[src/rtl/core/acsa_pkg.sv]
package acsa_pkg;

	localparam int unsigned FS_W = 16;
	localparam int unsigned PER_W = 23;
	localparam int unsigned CFG_W = 23;
	localparam int unsigned SUM_W = 28;
	localparam int unsigned CNT_W = 16;
	localparam int unsigned AVG_W = 16;
	localparam int unsigned RATE_W = 32;
	localparam int unsigned TALLY_W = 16;
	localparam int unsigned CH_W = 3;
	localparam int unsigned NUM_W = 44;
	localparam int unsigned DIV_STEP_W = 6;

	localparam logic [0:0] OP_SAMPLE = 1'b0;
	localparam logic [0:0] OP_PERIOD = 1'b1;

	localparam logic [0:0] REG_FULL_SCALE = 1'b0;
	localparam logic [0:0] REG_PERIOD = 1'b1;

	localparam logic [FS_W-1:0] FULL_SCALE_RESET = 16'd10200;
	localparam logic [PER_W-1:0] PERIOD_RESET = 23'd10000;
	localparam logic [19:0] US_PER_S = 20'd1000000;

	typedef enum logic [2:0] {
		ST_IDLE,
		ST_LOAD,
		ST_MUL,
		ST_DIV,
		ST_OUT,
		ST_CLEAR
	} acsa_state_t;

	typedef struct packed {
		logic load;
		logic mul;
		logic div_start;
		logic div_step;
		logic store;
		logic clear;
		logic [CH_W-1:0] ch;
	} acsa_cmd_t;

	typedef struct packed {
		logic div_done;
	} acsa_sts_t;

endpackage

[src/rtl/core/adc_channel_sample_averager.sv]
// Averages tagged converter samples per channel. A sample word is taken every cycle
// (stall stays low while idle). A period-end word reports NUM_CHANNELS results, one
// per channel: a load step, a multiply step and a bit-serial divide (44-bit quotient)
// per channel, then an output wait until the result is taken; stall is high
// throughout. Rate and average hold when a channel saw no samples.
module adc_channel_sample_averager #(
	parameter int unsigned NUM_CHANNELS = 7,
	parameter int unsigned SAMPLE_BITS = 12
) (
	input  logic        clk,
	input  logic        arst_n,
	input  logic        cfg_we,
	input  logic [0:0]  cfg_index,
	input  logic [22:0] cfg_data,
	input  logic        in_valid,
	output logic        in_stall,
	input  logic        opcode,
	input  logic [15:0] sample_word,
	output logic        out_valid,
	input  logic        out_stall,
	output logic [2:0]  channel,
	output logic [15:0] average_mv,
	output logic [31:0] sample_rate_hz,
	output logic [15:0] samples,
	output logic [15:0] sequence_gaps,
	output logic [15:0] bad_words,
	output logic        last
);

	logic [acsa_pkg::FS_W-1:0] fs_q;
	logic [acsa_pkg::PER_W-1:0] per_q;
	acsa_pkg::acsa_cmd_t cmd;
	acsa_pkg::acsa_sts_t sts;
	logic busy, acc;

	always_ff @(posedge clk or negedge arst_n) begin
		if (!arst_n) begin
			fs_q <= acsa_pkg::FULL_SCALE_RESET;
			per_q <= acsa_pkg::PERIOD_RESET;
		end else if (cfg_we) begin
			if (cfg_index == acsa_pkg::REG_FULL_SCALE) fs_q <= cfg_data[acsa_pkg::FS_W-1:0];
			else per_q <= cfg_data;
		end
	end

	assign in_stall = busy;
	assign acc = in_valid && !busy;

	acsa_ctrl #(.NUM_CHANNELS(NUM_CHANNELS)) u_ctrl (
		.clk(clk), .arst_n(arst_n),
		.period_go(acc && opcode == acsa_pkg::OP_PERIOD),
		.out_taken(!out_stall), .sts(sts), .cmd(cmd), .busy(busy), .out_valid(out_valid)
	);

	acsa_dp #(.NUM_CHANNELS(NUM_CHANNELS), .SAMPLE_BITS(SAMPLE_BITS)) u_dp (
		.clk(clk), .arst_n(arst_n),
		.word_go(acc && opcode == acsa_pkg::OP_SAMPLE), .word(sample_word),
		.full_scale(fs_q), .period(per_q), .cmd(cmd), .sts(sts),
		.avg_out(average_mv), .rate_out(sample_rate_hz), .cnt_out(samples),
		.gap_out(sequence_gaps), .bad_out(bad_words)
	);

	assign channel = cmd.ch;
	assign last = (cmd.ch == 3'(NUM_CHANNELS - 1));

endmodule

[src/rtl/core/acsa_ctrl.sv]
module acsa_ctrl #(
	parameter int unsigned NUM_CHANNELS = 7
) (
	input  logic                  clk,
	input  logic                  arst_n,
	input  logic                  period_go,
	input  logic                  out_taken,
	input  acsa_pkg::acsa_sts_t   sts,
	output acsa_pkg::acsa_cmd_t   cmd,
	output logic                  busy,
	output logic                  out_valid
);

	acsa_pkg::acsa_state_t state_q, state_d;
	logic [acsa_pkg::CH_W-1:0] ch_q, ch_d;

	always_ff @(posedge clk or negedge arst_n) begin
		if (!arst_n) begin
			state_q <= acsa_pkg::ST_IDLE;
			ch_q <= '0;
		end else begin
			state_q <= state_d;
			ch_q <= ch_d;
		end
	end

	always_comb begin
		state_d = state_q;
		ch_d = ch_q;
		cmd = '0;
		cmd.ch = ch_q;
		busy = 1'b1;
		out_valid = 1'b0;
		case (state_q)
			acsa_pkg::ST_IDLE: begin
				busy = 1'b0;
				ch_d = '0;
				if (period_go) state_d = acsa_pkg::ST_LOAD;
			end
			acsa_pkg::ST_LOAD: begin
				cmd.load = 1'b1;
				state_d = acsa_pkg::ST_MUL;
			end
			acsa_pkg::ST_MUL: begin
				cmd.mul = 1'b1;
				cmd.div_start = 1'b1;
				state_d = acsa_pkg::ST_DIV;
			end
			acsa_pkg::ST_DIV: begin
				cmd.div_step = 1'b1;
				if (sts.div_done) begin
					cmd.store = 1'b1;
					state_d = acsa_pkg::ST_OUT;
				end
			end
			acsa_pkg::ST_OUT: begin
				out_valid = 1'b1;
				if (out_taken) begin
					if (ch_q == acsa_pkg::CH_W'(NUM_CHANNELS - 1)) begin
						state_d = acsa_pkg::ST_CLEAR;
					end else begin
						ch_d = ch_q + 1'b1;
						state_d = acsa_pkg::ST_LOAD;
					end
				end
			end
			acsa_pkg::ST_CLEAR: begin
				cmd.clear = 1'b1;
				state_d = acsa_pkg::ST_IDLE;
			end
			default: state_d = acsa_pkg::ST_IDLE;
		endcase
	end

endmodule

[src/rtl/core/acsa_dp.sv]
module acsa_dp #(
	parameter int unsigned NUM_CHANNELS = 7,
	parameter int unsigned SAMPLE_BITS = 12
) (
	input  logic                              clk,
	input  logic                              arst_n,
	input  logic                              word_go,
	input  logic [15:0]                       word,
	input  logic [acsa_pkg::FS_W-1:0]         full_scale,
	input  logic [acsa_pkg::PER_W-1:0]        period,
	input  acsa_pkg::acsa_cmd_t               cmd,
	output acsa_pkg::acsa_sts_t               sts,
	output logic [acsa_pkg::AVG_W-1:0]        avg_out,
	output logic [acsa_pkg::RATE_W-1:0]       rate_out,
	output logic [acsa_pkg::CNT_W-1:0]        cnt_out,
	output logic [acsa_pkg::TALLY_W-1:0]      gap_out,
	output logic [acsa_pkg::TALLY_W-1:0]      bad_out
);

	localparam int unsigned CI_W = (NUM_CHANNELS > 1) ? $clog2(NUM_CHANNELS) : 1;
	localparam int unsigned DEN_W = acsa_pkg::CNT_W + SAMPLE_BITS;
	localparam int unsigned RNUM_W = acsa_pkg::CNT_W + 20;
	localparam int unsigned STEPS = acsa_pkg::NUM_W;

	logic [acsa_pkg::SUM_W-1:0]   sum_q [NUM_CHANNELS];
	logic [acsa_pkg::CNT_W-1:0]   cnt_q [NUM_CHANNELS];
	logic [acsa_pkg::AVG_W-1:0]   havg_q [NUM_CHANNELS];
	logic [acsa_pkg::RATE_W-1:0]  hrate_q [NUM_CHANNELS];
	logic [acsa_pkg::CH_W-1:0]    prev_q;
	logic [acsa_pkg::TALLY_W-1:0] gap_q, bad_q;

	logic [acsa_pkg::CH_W-1:0] wch, expch;
	logic [SAMPLE_BITS-1:0] code;
	logic [CI_W-1:0] wi, ci;

	assign wch = word[14:12];
	assign code = word[SAMPLE_BITS-1:0];
	assign wi = wch[CI_W-1:0];
	assign ci = cmd.ch[CI_W-1:0];
	assign expch = (prev_q + 1'b1 >= acsa_pkg::CH_W'(NUM_CHANNELS)) ? '0 : prev_q + 1'b1;

	logic [acsa_pkg::SUM_W-1:0]  sum_l;
	logic [acsa_pkg::CNT_W-1:0]  cnt_l;
	logic [acsa_pkg::NUM_W-1:0]  num_a, rem_a;
	logic [DEN_W-1:0]            den_a;
	logic [acsa_pkg::NUM_W-1:0]  quo_a;
	logic [RNUM_W-1:0]           num_r, quo_r;
	logic [acsa_pkg::PER_W:0]    rem_r;
	logic [acsa_pkg::DIV_STEP_W-1:0] step_q;
	logic [DEN_W:0]              tr_a;
	logic [acsa_pkg::PER_W:0]    tr_r;

	always_ff @(posedge clk or negedge arst_n) begin
		if (!arst_n) begin
			for (int i = 0; i < NUM_CHANNELS; i++) begin
				sum_q[i] <= '0;
				cnt_q[i] <= '0;
				havg_q[i] <= '0;
				hrate_q[i] <= '0;
			end
			prev_q <= 3'd7;
			gap_q <= '0;
			bad_q <= '0;
		end else begin
			if (word_go && word[15]) begin
				if (wch >= acsa_pkg::CH_W'(NUM_CHANNELS)) begin
					if (bad_q != '1) bad_q <= bad_q + 1'b1;
				end else begin
					if (wch != expch && gap_q != '1) gap_q <= gap_q + 1'b1;
					prev_q <= wch;
					if (cnt_q[wi] != '1) begin
						sum_q[wi] <= sum_q[wi] + acsa_pkg::SUM_W'(code);
						cnt_q[wi] <= cnt_q[wi] + 1'b1;
					end
				end
			end
			if (cmd.store && cnt_l != '0) begin
				havg_q[ci] <= quo_a[acsa_pkg::AVG_W-1:0];
				if (period == '0 || quo_r[RNUM_W-1:acsa_pkg::RATE_W] != '0)
					hrate_q[ci] <= '1;
				else
					hrate_q[ci] <= quo_r[acsa_pkg::RATE_W-1:0];
			end
			if (cmd.clear) begin
				for (int i = 0; i < NUM_CHANNELS; i++) begin
					sum_q[i] <= '0;
					cnt_q[i] <= '0;
				end
				gap_q <= '0;
				bad_q <= '0;
			end
		end
	end

	always_ff @(posedge clk) begin
		if (cmd.load) begin
			sum_l <= sum_q[ci];
			cnt_l <= cnt_q[ci];
		end
		if (cmd.mul) begin
			num_a <= acsa_pkg::NUM_W'(sum_l) * acsa_pkg::NUM_W'(full_scale);
			num_r <= RNUM_W'(cnt_l) * RNUM_W'(acsa_pkg::US_PER_S);
			den_a <= {cnt_l, {SAMPLE_BITS{1'b0}}};
			rem_a <= '0;
			rem_r <= '0;
			quo_a <= '0;
			quo_r <= '0;
		end else if (cmd.div_step) begin
			rem_a <= tr_a[DEN_W] ? acsa_pkg::NUM_W'(tr_a[DEN_W-1:0])
				: {rem_a[acsa_pkg::NUM_W-2:0], num_a[acsa_pkg::NUM_W-1]};
			num_a <= {num_a[acsa_pkg::NUM_W-2:0], 1'b0};
			quo_a <= {quo_a[acsa_pkg::NUM_W-2:0], tr_a[DEN_W]};
			if (step_q < acsa_pkg::DIV_STEP_W'(RNUM_W)) begin
				rem_r <= tr_r[acsa_pkg::PER_W] ? {1'b0, tr_r[acsa_pkg::PER_W-1:0]}
					: {rem_r[acsa_pkg::PER_W-1:0], num_r[RNUM_W-1]};
				num_r <= {num_r[RNUM_W-2:0], 1'b0};
				quo_r <= {quo_r[RNUM_W-2:0], tr_r[acsa_pkg::PER_W]};
			end
		end
	end

	// one restoring step each: flag in top bit means subtract fits
	logic [DEN_W+1:0] sh_a;
	logic [acsa_pkg::PER_W+1:0] sh_r;
	always_comb begin
		sh_a = {rem_a[DEN_W:0], num_a[acsa_pkg::NUM_W-1]};
		if (sh_a >= {1'b0, 1'b0, den_a} && den_a != '0)
			tr_a = {1'b1, DEN_W'(sh_a - {2'b00, den_a})};
		else
			tr_a = '0;
		sh_r = {rem_r, num_r[RNUM_W-1]};
		if (sh_r >= {2'b00, period} && period != '0)
			tr_r = {1'b1, acsa_pkg::PER_W'(sh_r - {2'b00, period})};
		else
			tr_r = '0;
	end

	always_ff @(posedge clk or negedge arst_n) begin
		if (!arst_n) step_q <= '0;
		else if (cmd.div_start) step_q <= '0;
		else if (cmd.div_step) step_q <= step_q + 1'b1;
	end

	assign sts.div_done = (step_q == acsa_pkg::DIV_STEP_W'(STEPS));

	assign avg_out = havg_q[ci];
	assign rate_out = hrate_q[ci];
	assign cnt_out = cnt_l;
	assign gap_out = gap_q;
	assign bad_out = bad_q;

endmodule
[config.mk]
export PLATFORM = sky130hd
export DESIGN_NAME = adc_channel_sample_averager
export DESIGN_NICKNAME = d
export VERILOG_FILES = /design/src/rtl/core/acsa_pkg.sv /design/src/rtl/core/adc_channel_sample_averager.sv /design/src/rtl/core/acsa_ctrl.sv /design/src/rtl/core/acsa_dp.sv
export SDC_FILE = /design/constraint.sdc
export NUM_CORES = 2
export LEC_CHECK = 0
export BUFFER_PORTS_ARGS = -buffer_cell sky130_fd_sc_hd__buf_2
export CORE_MARGIN = 1
export CORE_UTILIZATION = 50
export DETAILED_ROUTE_END_ITERATION = 12
export GPL_ROUTABILITY_DRIVEN = 1
export PLACE_DENSITY = 0.66
export RECOVER_POWER = 50
export SYNTH_ARGS = -nofsm -noshare
export SYNTH_HDL_FRONTEND = slang
export SYNTH_SLANG_ARGS = --single-unit
[constraint.sdc]
create_clock -name clk -period 14.8 [get_ports clk]
set_clock_uncertainty 0.1 [all_clocks]
set_input_delay 2.96 -clock clk [delete_from_list [all_inputs] [get_ports clk]]
set_output_delay 2.96 -clock clk [all_outputs]
set_load 0.02 [all_outputs]
==> impl_metrics.py <==
metrics = {
    "sta": {
        "layout_worst_path_cycle_share_pct": 74.6,
        "tightest_slew_ps": 6000,
        "slew_violations": 770,
        "fmax_mhz": 90.6,
        "tns_ps": 0,
        "rsz0062_at_grt": "false",
        "final-hold-violation-count": 0,
        "finalSetupViolCount": 0,
        "maxSlewHeadroom_pct": -300,
        "finalCriticalPeriod_ps": 11040,
        "setup_ws_ps": 3760,
    },
    "layout": {
        "final_cell_mix": "882 x nand2_1, 713 x dfrtp_1, 584 x inv_1, 500 x a21oi_1, 488 x nor2_1",
        "mostFrequentLayoutCell": "nand2_1",
        "syn2layout_area_growth_pct": 8.69,
        "num-fill-cells": 11300,
        "nets": 7313,
        "drive_gt1_share_pct": 10.1,
    },
    "global_routing": {
        "antenna_found_initial": 8,
        "grt_overflow": 0,
        "grt_use_total_pct": 27.3,
        "grt_pass1_vias": 49100,
        "grt_max_degree": 151,
        "grt_pass1_wl_um": 282000,
    },
    "clock_tree": {
        "hold_buffers": 0,
        "cts_tree": "yes",
        "clk_latency_ps": 780,
        "post_cts_resized": 0,
        "htreeDepth": 3,
        "cts_max_path_buffers": 3,
        "clk_pin_slew_ps": 60,
        "cts_root_buf": "clkbuf_16",
        "clock_sinks": 969,
        "cts_inserted_buffers": 108,
        "cts_setup_buffers": 0,
    },
    "critical_path": {
        "worst-r2r-cell-count": 9,
        "critPathMaxStageDelay_ps": 1990,
        "r2r_end": "u_dp.num_r[35]",
        "worst_ep_required_time_ps": 11740,
        "cp-startpoint": "u_ctrl.ch_q[0]",
        "cp-start-kind": "flop",
        "critPathMaxFanout": 38,
        "endpoint": "average_mv[3]",
        "endpoint_kind": "primary output",
        "cp_num_cells": 9,
        "crit_arrival_ps": 7980,
        "regToRegSetupSlack_ps": 4490,
        "cp_num_buf_inv": 5,
        "crit_family": "buffers and inverters",
        "r2r_start": "u_ctrl.state_q[2]",
        "cp_cell_sequence": "inv_1 -> clkbuf_1 -> clkbuf_1 -> and3_1 -> buf_4 -> a22o_1 -> nor2_1 -> o21ai_0 -> buf_2",
        "crit_type": "flop to primary output",
        "crit_path_frequent_cell": "clkbuf_1",
        "critical-path-slowest-cell": "clkbuf_1",
    },
    "status": {
        "violations": "capacitance limit, slew limit",
        "status": "finished with violations",
    },
    "power_and_ir_drop": {
        "switching_share_pct": 46.7,
        "peakVddDrop_mv": 0.589,
        "p_clk_share_pct": 16.4,
        "power.density_mw_per_mm2": 252,
        "total_power_mw": 17.7,
        "p_switching_mw": 8.27,
        "p_int_mw": 9.43,
        "p_leak_nw": 32.2,
        "p_seq_share_pct": 19.8,
        "pwr-share-comb_pct": 63.9,
    },
    "logic_synthesis": {
        "yosys.area.top_type": "dfrtp_1",
        "synth-seq-area-share_pct": 37.8,
        "yosysWarnings": 0,
        "synth_cell_types": 102,
        "synth_top_flop_cell": "dfrtp_1",
        "synth.top_cell.area_share_pct": 27.6,
        "synth-seq-cells": 969,
        "synth_cells": 6622,
        "synth-edff-count": 134,
        "yosys-top-cells-area": "dfrtp_1 28%, fa_1 13%, edfxtp_1 6.2%",
        "post_synth.cell_area_avg_um2": 9.76,
        "synthArstFlopShare_pct": 75.3,
        "syn_nets": 7377,
        "synth_area_mm2": 0.0646,
    },
    "run": {
        "drv_cap": 15,
    },
    "worst_hold_path": {
        "hold_path_class": "flop to flop",
    },
    "drt": {
        "vias_per_cell": 5.88,
        "drc": 0,
        "wirelength_um": 178000,
        "vias": 48900,
        "dr.pass1.iters": 6,
        "drt_first_iter_violations": 4379,
        "drt-wirelength-per-cell_um": 21.4,
        "postRouteAntennaNets": 0,
    },
    "die": {
        "pin_count": 148,
        "die_h_um": 362,
        "dieArea_mm2": 0.131,
        "die_w_um": 362,
        "core_mm2": 0.128,
        "initial_utilization_pct": 50.6,
        "rows": 131,
    },
    "place": {
        "dpl.hpwl_um": 115000,
        "post-place-ws_ps": 6420,
        "gp_congestion": 0.872,
        "portBuffers": 147,
    },
}
[state kept, by name (all words and copies together) (netlist names), 6 cells and up]
signal        count
fs_q             16
u_dp.num_r       30
u_dp.gap_out     16
u_dp.cnt_q      112
u_dp.cnt_out     16
u_dp.num_a       44
u_dp.quo_a       16
u_dp.rem_a       29
u_dp.quo_r       36
u_dp.step_q       6
u_dp.sum_l       28
u_dp.hrate_q    224
u_dp.rem_r       24
u_dp.sum_q      196
per_q            23
u_dp.den_a       16
u_dp.havg_q     112
u_dp.bad_out     16
[per-layer routing]
metal  routed length [um]  vias to the layer above  GRT usage, %  part of all wire (%)
li1                     -                    22200             -                     -
met1                77500                    24600          38.0                    44
met2                82600                     1790          43.8                    46
met3                13600                      309          4.76                   7.6
met4                 4490                        4          7.48                   2.5
met5                   28                        -             0                 0.016
[synth_stat cells, types with 13 or more instances]
cell type,count
edfxtp_1,134
dfrtp_1,714
nor4_1,21
mux2_2,193
or3_1,17
ha_1,289
o221ai_1,23
a22oi_1,125
a22o_1,28
dfxtp_1,105
mux4_2,37
a221oi_1,38
and3_1,17
nand3_1,192
clkbuf_1,288
buf_1,54
o21a_1,13
xnor2_1,82
a21oi_1,500
xor2_1,72
and2_1,194
nand2b_1,21
inv_1,584
o21ai_0,299
mux2i_1,339
buf_2,36
a21o_1,55
nor2_1,494
nand4_1,27
dfstp_2,16
nor3_1,27
nand2_1,884
nor2b_1,24
o21ai_1,39
fa_1,420
[stage by stage]
| stage | cell area (um2) | util, % | std cells | hold slack, ps |
|---|---|---|---|---|
| 6_report | 70200 | 54.9 | 8317 | 352 |
| 2_1_floorplan | 64600 | - | 6622 | 326 |
| 3_3_place_gp | 66500 | 52.0 | 8110 | 337 |
| 4_1_cts | 70400 | 55.1 | 8315 | 352 |
| 3_5_place_dp | 66500 | 52.0 | 8110 | 343 |
| 5_1_grt | 70200 | 54.9 | 8315 | 375 |
[layout make-up]
| class | instances | area, um2 | share of cell area [%] |
|---|---|---|---|
| inverter | 588 | 2210 | 3.14 |
| timing repair buffer | 236 | 1320 | 1.88 |
| sequential | 969 | 24400 | 34.8 |
| tap | 1662 | 2080 | 2.96 |
| multi-input combinational | 4655 | 36300 | 51.7 |
| antenna | 2 | 5.00 | 0.00712 |
| clock inverter | 54 | 769 | 1.10 |
| clock buffer | 151 | 3130 | 4.45 |
[kinds of logic (layout without fill, tap and decap cells)]
family,after synthesis,in the layout,share of synthesized area (%)
other,0,2,0
AO/OA/AOI/OAI,1251,1251,11.7
AND/OR/NAND/NOR,1963,1963,13.5
XOR/XNOR,160,160,2.26
flip-flops,969,969,37.8
multiplexers,572,572,9.96
buffers and inverters,998,1029,6.22
adder cells (fa/ha/maj),709,709,18.6
[power by group through the flow]
stage,Sequential [mW],Combinational [mW],Clock (mW)
floorplan,3.38,8.73,0
global placement,3.52,11.1,0
detailed placement,3.53,11.2,0
CTS,3.49,11.3,2.93
global route,3.54,12.8,3.04
finish,3.50,11.3,2.90
[worst reg2reg max path: cells and delay by family (launching register included)]
kind,cells,cell delay (ps)
buffers and inverters,6,5890
AND/OR/NAND/NOR,3,3330
flip-flops,1,430
[how the worst min path moves through the flow]
stage | start | endpoint | slack (ps) | depth (start not counted)
finish | u_dp.rem_a[1] | u_dp.rem_a[1] | 350 | 2
floorplan | u_dp.rem_a[0] | u_dp.rem_a[0] | 330 | 2
CTS | u_dp.rem_a[1] | u_dp.rem_a[1] | 350 | 2
detailed placement | u_dp.rem_a[1] | u_dp.rem_a[1] | 340 | 2
global placement | u_dp.rem_a[1] | u_dp.rem_a[1] | 340 | 2
global route | u_dp.rem_a[3] | u_dp.rem_a[3] | 370 | 2
Note: power is estimated with default switching activity, not from simulation.
